File: src/design/sst_pkg.sv
// shared types, codes and saturating arithmetic for the sorted sample table
// no dependencies; imported by every module of the block
`default_nettype none

package sst_pkg;

    // operation codes of an input beat
    localparam logic [2:0] MODE_UPSERT = 3'd0;
    localparam logic [2:0] MODE_REMOVE = 3'd1;
    localparam logic [2:0] MODE_SET    = 3'd2;
    localparam logic [2:0] MODE_ADD    = 3'd3;
    localparam logic [2:0] MODE_READ   = 3'd4;

    // duplicate policy codes
    localparam logic [2:0] POL_BLOCK = 3'd0;
    localparam logic [2:0] POL_FIRST = 3'd1;
    localparam logic [2:0] POL_LAST  = 3'd2;
    localparam logic [2:0] POL_MAX   = 3'd3;
    localparam logic [2:0] POL_MIN   = 3'd4;
    localparam logic [2:0] POL_SUM   = 3'd5;

    // result status codes
    localparam logic [2:0] ST_INSERTED  = 3'd0;
    localparam logic [2:0] ST_UPDATED   = 3'd1;
    localparam logic [2:0] ST_SKIPPED   = 3'd2;
    localparam logic [2:0] ST_BLOCKED   = 3'd3;
    localparam logic [2:0] ST_NOT_FOUND = 3'd4;
    localparam logic [2:0] ST_FULL      = 3'd5;
    localparam logic [2:0] ST_DONE      = 3'd6;

    localparam logic signed [63:0] VAL_MAX = 64'sh7FFF_FFFF_FFFF_FFFF;
    localparam logic signed [63:0] VAL_MIN = 64'sh8000_0000_0000_0000;

    typedef struct packed {
        logic [2:0]         mode;
        logic [63:0]        stamp;
        logic [63:0]        stamp_end;
        logic               include_end;
        logic signed [63:0] sample_value;
        logic [7:0]         latest_index;
    } t_in;

    typedef struct packed {
        logic [2:0]         status;
        logic [63:0]        result_stamp;
        logic signed [63:0] result_value;
        logic [8:0]         removed_count;
        logic [8:0]         entry_count;
    } t_out;

    // one table slot
    typedef struct packed {
        logic               valid;
        logic [63:0]        stamp;
        logic signed [63:0] value;
    } t_entry;

    typedef enum logic [1:0] {
        CO_HOLD = 2'd0,
        CO_INS  = 2'd1,
        CO_DEL  = 2'd2,
        CO_WR   = 2'd3
    } t_cell_op;

    // command broadcast to every cell
    typedef struct packed {
        t_cell_op           op;
        logic               by_idx;
        logic               tgt_ok;
        logic [63:0]        key;
        logic [63:0]        key_end;
        logic               incl;
        logic signed [63:0] wr_value;
    } t_cell_cmd;

    function automatic logic signed [63:0] sat_add(input logic signed [63:0] a,
                                                   input logic signed [63:0] b);
        logic signed [64:0] s;
        s = {a[63], a} + {b[63], b};
        if (s[64] != s[63]) begin
            return s[64] ? VAL_MIN : VAL_MAX;
        end
        return s[63:0];
    endfunction

    function automatic logic signed [63:0] sat_sub(input logic signed [63:0] a,
                                                   input logic signed [63:0] b);
        logic signed [64:0] s;
        s = {a[63], a} - {b[63], b};
        if (s[64] != s[63]) begin
            return s[64] ? VAL_MIN : VAL_MAX;
        end
        return s[63:0];
    endfunction

endpackage

`default_nettype wire

File: src/design/sst_cell.sv
// one slot of the sorted table: holds a sample, shifts to or from its neighbors,
// and passes a probe beat along the chain; uses sst_pkg
`default_nettype none

module sst_cell #(
    parameter int IDX_W    = 8,
    parameter int CELL_IDX = 0
) (
    input  wire logic               i_clk,
    input  wire logic               i_rst_n,
    input  wire sst_pkg::t_cell_cmd i_cmd,
    input  wire logic [IDX_W-1:0]   i_tgt,
    input  wire sst_pkg::t_entry    i_left,
    input  wire sst_pkg::t_entry    i_right,
    input  wire logic               i_prev_lt,
    input  wire sst_pkg::t_entry    i_probe,
    output sst_pkg::t_entry         o_ent,
    output logic                    o_lt,
    output logic                    o_in_range,
    output sst_pkg::t_entry         o_probe
);
    import sst_pkg::*;

    t_entry r_ent, n_ent;
    t_entry r_probe;
    logic   w_eq, w_ge, w_end_ok, w_hit;

    always_comb begin
        w_eq       = r_ent.valid && (r_ent.stamp == i_cmd.key);
        o_lt       = r_ent.valid && (r_ent.stamp < i_cmd.key);
        w_ge       = r_ent.valid && !(r_ent.stamp < i_cmd.key);
        w_end_ok   = i_cmd.incl ? (r_ent.stamp <= i_cmd.key_end)
                                : (r_ent.stamp < i_cmd.key_end);
        o_in_range = w_ge && w_end_ok;
        w_hit      = i_cmd.by_idx ? (r_ent.valid && i_cmd.tgt_ok &&
                                     (i_tgt == IDX_W'(CELL_IDX)))
                                  : w_eq;
    end

    always_comb begin
        n_ent = r_ent;
        case (i_cmd.op)
            CO_INS: begin
                // cells past the insert point take the left neighbor
                if (!i_prev_lt) begin
                    n_ent = i_left;
                end else if (!o_lt) begin
                    n_ent = '{valid: 1'b1, stamp: i_cmd.key, value: i_cmd.wr_value};
                end
            end
            CO_DEL: begin
                if (w_ge) begin
                    n_ent = i_right;
                end
            end
            CO_WR: begin
                if (w_eq) begin
                    n_ent.value = i_cmd.wr_value;
                end
            end
            default: begin
                n_ent = r_ent;
            end
        endcase
    end

    always_ff @(posedge i_clk) begin
        r_ent.stamp <= n_ent.stamp;
        r_ent.value <= n_ent.value;
        r_probe     <= w_hit ? r_ent : i_probe;
        if (!i_rst_n) begin
            r_ent.valid <= 1'b0;
        end else begin
            r_ent.valid <= n_ent.valid;
        end
    end

    assign o_ent   = r_ent;
    assign o_probe = r_probe;

endmodule

`default_nettype wire

File: config.mk
export PLATFORM = sky130hd
export DESIGN_NAME = sst_cell
export DESIGN_NICKNAME = d
export VERILOG_FILES = /design/src/design/sst_pkg.sv /design/src/design/sst_cell.sv
export SDC_FILE = /design/constraint.sdc
export NUM_CORES = 1
export LEC_CHECK = 0
export ABC_AREA = 1
export BUFFER_PORTS_ARGS = -buffer_cell sky130_fd_sc_hd__buf_2
export CAP_MARGIN = 10
export CORE_AREA = 2 2 329 331
export DETAILED_ROUTE_END_ITERATION = 6
export DIE_AREA = 0 0 331 333
export GPL_ROUTABILITY_DRIVEN = 0
export SETUP_SLACK_MARGIN = 0.3
export SYNTH_ARGS = -nofsm -noshare
export SYNTH_HDL_FRONTEND = slang
export SYNTH_SLANG_ARGS = --single-unit
export TNS_END_PERCENT = 100
File: constraint.sdc
create_clock -name i_clk -period 14.8 [get_ports i_clk]
set_input_delay 1.48 -clock i_clk [delete_from_list [all_inputs] [get_ports i_clk]]
set_output_delay 1.48 -clock i_clk [all_outputs]
set_load 0.02 [all_outputs]
==> metrics.cfg, run 1 <==
[worst_setup_path]
cp-end-kind=output port
worstPathCellList=buf_2 -> inv_1 -> ha_1 -> nand2_1 -> nor2_2 -> nand2_1 -> nor2_2 -> nand2_2 -> nor2_1 -> nand2_1 -> nand4_1 -> nand2_1 -> a21oi_1 -> buf_2
slowest_delay_ps=410
cp_data_arrival_time_ps=3870
path_max_fanout=4
path_buf_inv=3
rrSetupSlack_ps=10370
startpoint=i_cmd[192]
r2r_start=o_ent[127]$_DFFE_PP_
cpLargestDelayFamily=simple AND/OR/NAND/NOR gates
cp_slowest_cell=nor2_2
r2r_end=o_probe[20]$_DFF_P_
crit_end=o_in_range
cp_data_required_time_ps=13320
cpMostUsedCell=nand2_1
cp-start-kind=input port
reg2regPathDepth=12
path_depth=14
critPathKind=in2out

[floorplanning]
row_count=120
die_h_um=333
die_width_um=331
io_pins=855
initial_core_util=0.1377
dieArea_sq_um=110200
core-area_sq_um=106600

[yosys]
synth_top_family_by_area=simple AND/OR/NAND/NOR gates
yosysWarningCount=0
synth.most_common_cell=nand2_1
synth_seq_cells=258
synth_flop_cell=dfxtp_1
synth_top_area_frac=0.2618
synth_compound_area_frac=0.1324
synth-seq-area-share=0.4391
synthMuxAreaShare=0
synth_fa_ha_area_frac=0.1091
synth_cells=1899
synth_cell_types=31
synth-simple-area-share=0.2411
synth-xor-area-share=0
synth_top_area_cell=edfxtp_1
postSynth.asyncResetShare=0
synth_common_cells=nand2_1 (629), a21oi_1 (189), inv_1 (166)
synth_edf_count=128
netlist_area_sq_um=14680
syn_area_per_cell_sq_um=7.730
synth_area_leaders=edfxtp_1 (26%), dfxtp_1 (18%), nand2_1 (16%)
synth_fp_nets=2622

[layout]
layout-drive-gt1-share=0.3430
final_nets=3424
num-fill-cells=12030
area_delta_synth_final_pct=46.70
finalNonFillerCells=4138
stdcell_area_sq_um=21530

[detailed_routing]
dr.pass1.iters=5
routed-via-count=16640
via_per_inst=4.021
drt_iter0_markers=1054
route.detailed.drc=0
wire_per_inst_um=20.23
drt-total-wl_um=83700
ant_nets=0

[clock_network]
clk_path_buf_depth=3
clock-root-buffer=clkbuf_16
htreeDepth=2
ctsHoldBuffers=0
ctsResizeCount=0
clk_latency_ps=570
cts_tree=done
clk_pin_slew_ps=60
cts_made_buffers=35
cts.sinks=258
cts_setup_buffers=0

[sta]
finalMaxSlewViolations=0
slew_headroom=0.1851
timing.fmax_mhz=187.1
fin_skew_ps=23.48
fin_setup_tns_ps=0
period_share=0.3612
worst_pin_slew_ps=1222
report.final.setup_viol=0
rsz0062_at_grt=no
fin_crit_ps=5346
hold_viol=0

[pwr]
total_leakage_power_uw=0.01069
pwr-share-comb=0.198
pwr-share-clk=0.411
seqPwrFrac=0.391
fin_total_pwr_uw=2169
internal_power_uw=1498
max-vdd-ir-drop_v=0.00006176
swShare=0.3094
p_switching_uw=671.2
p_per_area_nw_per_um2=100.7

[global_routing]
busiest_layer=met2
track_usage=0.1432
use_met1=0.1762
gr-usage-met2=0.2321
grt_start_max_net_pins=133
overflow=0
antenna_found_initial=25
grtUsageMet3=0.04932
grt_pass1_wl_um=113300
grt_pass1_vias=16090

[hold_path]
worstHoldPathType=reg2reg

[placement]
placed_cells=4067
numPortBuffers=854
postPlaceCellArea_sq_um=20340
hpwl_um=66630

[outcome]
status=finished, final reports clean

[run]
cap_violations=0

[kinds of logic after synthesis]
kind of cell    after synthesis
simple gates                898
fa+ha+maj                   128
compound gates              349
flops                       258
buf+inv                     266
[placed cells by master (no fill, tap or decap), drive strengths merged]
| cell type | Yosys | final |
|---|---|---|
| a211oi | 1 | 1 |
| a21boi | 1 | 1 |
| a21o | 4 | 4 |
| a21oi | 189 | 189 |
| a31oi | 2 | 2 |
| buf | 36 | 864 |
| bufinv | 0 | 3 |
| clkbuf | 63 | 48 |
| clkinv | 0 | 9 |
| clkinvlp | 0 | 1 |
| dfxtp | 130 | 130 |
| diode | 0 | 9 |
| edfxtp | 128 | 128 |
| ha | 128 | 128 |
| inv | 167 | 168 |
| nand2 | 631 | 631 |
| nand3 | 79 | 79 |
| nand4 | 13 | 13 |
| nor2 | 165 | 165 |
| nor3 | 4 | 4 |
| nor3b | 1 | 1 |
| nor4 | 4 | 4 |
| o211ai | 66 | 66 |
| o21a | 4 | 4 |
| o21ai | 81 | 81 |
| o221ai | 1 | 1 |
| or2 | 1 | 1 |
[power by group through the flow]
stage | logic [uW] | clock network [uW] | registers, uW
after floorplan | 156 | 0 | 901
after global placement | 426 | 0 | 861
after detailed placement | 430 | 0 | 861
after CTS | 433 | 920 | 847
after global routing | 473 | 940 | 851
final | 430 | 892 | 848
[tightest hold or removal path: stages (launching register included)]
cell and delay [ps]:
edfxtp_1 330, nand2_1 50, nand2_1 50
[state kept, by name, summed over array words and instances, names as in the netlist]
signal and flops:
o_ent 129, o_probe 129
[through the flow]
step	worst slack [ps]	util	hold WS, ps
final	9454	0.2020	465.0
after global routing	9323	0.2019	489.9
after CTS	9437	0.2018	463.6
after detailed placement	9220	0.1908	452.6
after global placement	9252	0.1908	453.6
after floorplan	8385	-	589.2
[worst min-delay path by stage]
stage / from / to / slack, ps / cells past startpoint
2_1_floorplan: o_ent[0]$_DFFE_PP_ / o_probe[0]$_DFF_P_ / 590 / 2
3_3_place_gp: o_ent[7]$_DFFE_PP_ / o_probe[7]$_DFF_P_ / 450 / 2
3_5_place_dp: o_ent[16]$_DFFE_PP_ / o_probe[16]$_DFF_P_ / 450 / 2
4_1_cts: o_ent[16]$_DFFE_PP_ / o_probe[16]$_DFF_P_ / 460 / 2
5_1_grt: o_ent[16]$_DFFE_PP_ / o_probe[16]$_DFF_P_ / 490 / 2
6_report: o_ent[16]$_DFFE_PP_ / o_probe[16]$_DFF_P_ / 470 / 2
[metal layers]
| metal | vias up | routed length, um |
|---|---|---|
| met2 | 850 | 38220 |
| met5 | - | 116 |
| met3 | 132 | 8635 |
| met4 | 16 | 2378 |
| li1 | 7891 | - |
| met1 | 7748 | 34350 |
[area by class of cell]
type / instances / area [sq um] / area share
multi-input combinational: 1375 / 7129 / 0.3311
sequential: 258 / 6446 / 0.2993
timing repair buffer: 864 / 4377 / 0.2032
tap: 1403 / 1755 / 0.08152
clock buffer: 48 / 1016 / 0.04718
inverter: 167 / 636.9 / 0.02957
clock inverter: 14 / 151.4 / 0.007030
antenna: 9 / 22.52 / 0.001046
(Power assumes the default switching activity.)
==> inputs of run 2 (changes only) <==
clock period = 5.3 ns   (was 14.8 ns; I/O delays follow)
==> run 2 against run 1 <==
Net effect:
- combinational power rose to 2.8 times the previous value
- critical path type is now reg2out
- hold slack got worse by 330 ps
- setup slack worse by 8400 ps
- first-iteration DRC count is 4.9% higher
- die area unchanged
- highest routed layer unchanged
- power grew to 2.8 times the previous value
- clock power grew to 2.9 times the previous value
- sequential power grew to 2.8 times the previous value
- count of clock-buffer cells in the layout rose by 4
- largest cell class unchanged
==> metrics.cfg, run 2 (synthesis gave the netlist of run 1 again) <==
[worst_setup_path]
cp-start-kind=register
r2r_end=o_probe[25]$_DFF_P_
cpLargestDelayFamily=simple AND/OR/NAND/NOR gates
cpMostUsedCell=nand4_1
r2r_start=o_ent[127]$_DFFE_PP_
cp_data_required_time_ps=4770
cp_slowest_cell=nor4_1
path_max_fanout=4
cp-end-kind=output port
cp_data_arrival_time_ps=3670
critPathKind=reg2out
path_buf_inv=1
reg2regPathDepth=13
rrSetupSlack_ps=1690
slowest_delay_ps=720
worstPathCellList=ha_1 -> nand4_1 -> nor3_1 -> nand2_1 -> nor4_1 -> nand4_1 -> a21oi_1 -> buf_2

[floorplanning]
core-area_sq_um=106600
io_pins=855
row_count=120
initial_core_util=0.1377
die_h_um=333
die_width_um=331
dieArea_sq_um=110200

[detailed_routing]
ant_nets=0
drt_iter0_markers=1106
wire_per_inst_um=19.80
drt-total-wl_um=82170
routed-via-count=16630
route.detailed.drc=0
via_per_inst=4.007
dr.pass1.iters=5

[global_routing]
overflow=0
grt_pass1_wl_um=111600
busiest_layer=met2
track_usage=0.1412
grt_pass1_vias=16180
use_met1=0.1698
gr-usage-met2=0.2306
antenna_found_initial=23
grtUsageMet3=0.04694
grt_start_max_net_pins=67

[placement]
hpwl_um=66610
postPlaceCellArea_sq_um=20420
numPortBuffers=854

[clock_network]
clk_path_buf_depth=3
clock-root-buffer=clkbuf_16
cts_tree=done
clk_latency_ps=590
cts_made_buffers=37
cts.sinks=258
cts_setup_buffers=0
ctsResizeCount=0
ctsHoldBuffers=0
htreeDepth=2
clk_pin_slew_ps=60

[layout]
stdcell_area_sq_um=21680
mostFrequentLayoutCell=buf_2
final_nets=3436
layout-drive-gt1-share=0.3444
layout_common_cells=buf_2 (853), nand2_1 (628), a21oi_1 (188), inv_1 (163), nor2_1 (162)
fin_util=0.2033
area_delta_synth_final_pct=47.66

[run]
cap_violations=0

[pwr]
max-vdd-ir-drop_v=0.0001783
total_leakage_power_uw=0.01076
p_per_area_nw_per_um2=283.8

[sta]
slew_headroom=0.3046
hold_viol=0
timing.fmax_mhz=238.1
fin_setup_tns_ps=0
period_share=0.7925
fin_skew_ps=29.46
fin_crit_ps=4200
rsz0062_at_grt=no
report.final.setup_viol=0
worst_pin_slew_ps=1043
finalMaxSlewViolations=0

[hold_path]
hold_depth=3
min_to=o_probe[117]$_DFF_P_
hold_path.startpoint=i_probe[117]
worstHoldPathType=in2reg

[outcome]
status=finished, final reports clean

-- run 2: cell count changes in the layout (fill, tap and decap cells not counted), sizes merged, moves of 2 or more --
cell,previous run,this run
buf,864,874
clkbuf,48,52
clkinv,9,6
clkinvlp,1,3
diode,9,6
inv,168,171
-- run 2: per-stage QoR --
step                      hold slack [ps]  std cells  setup slack, ps  power, uW
after detailed placement            454.0       4077             1541       3602
final                               131.2       4150             1100       6152
after floorplan                     589.2       1899             1133       2951
after global placement              445.2       4077             1503       3590
after CTS                           72.50       4144            932.0       6258
after global routing                104.8       4147            849.7       6442
-- run 2: layout make-up --
cell class	count	area [sq um]
Antenna cell	6	15.01
Clock buffer	52	1097
Clock inverter	15	141.4
Fill cell	11990	84930
Inverter	167	636.9
Multi-Input combinational cell	1375	7128
Sequential cell	258	6446
Tap cell	1403	1755
Timing Repair Buffer	874	4456
-- run 2: worst max path at each step --
| stage | start | to | slack [ps] | cells past startpoint |
|---|---|---|---|---|
| 3_3_place_gp | i_cmd[120] | o_in_range | 1500 | 10 |
| 5_1_grt | o_ent[125]$_DFFE_PP_ | o_in_range | 850 | 11 |
| 2_1_floorplan | o_ent[127]$_DFFE_PP_ | o_ent[0]$_DFFE_PP_ | 1130 | 13 |
| 6_report | o_ent[118]$_DFFE_PP_ | o_in_range | 1100 | 8 |
| 4_1_cts | o_ent[118]$_DFFE_PP_ | o_in_range | 930 | 8 |
| 3_5_place_dp | i_cmd[119] | o_in_range | 1540 | 10 |
-- run 2: per-layer routing --
layer,wire [um],vias to the layer above
li1,-,7927
met5,134,-
met1,33000,7653
met2,37340,901
met3,8619,128
met4,3075,18
-- run 2: report_power, final --
group,switching (uW),leakage (uW),internal (uW)
clock,1050,0.000599,1550
combinational,753,0.00785,444
sequential,105,0.00231,2250
total,1910,0.0108,4250
-- run 2: tightest hold or removal path: cells and delay by family --
family / cells / cell delay [ps]
buf+inv: 1 / 80
simple gates: 2 / 80
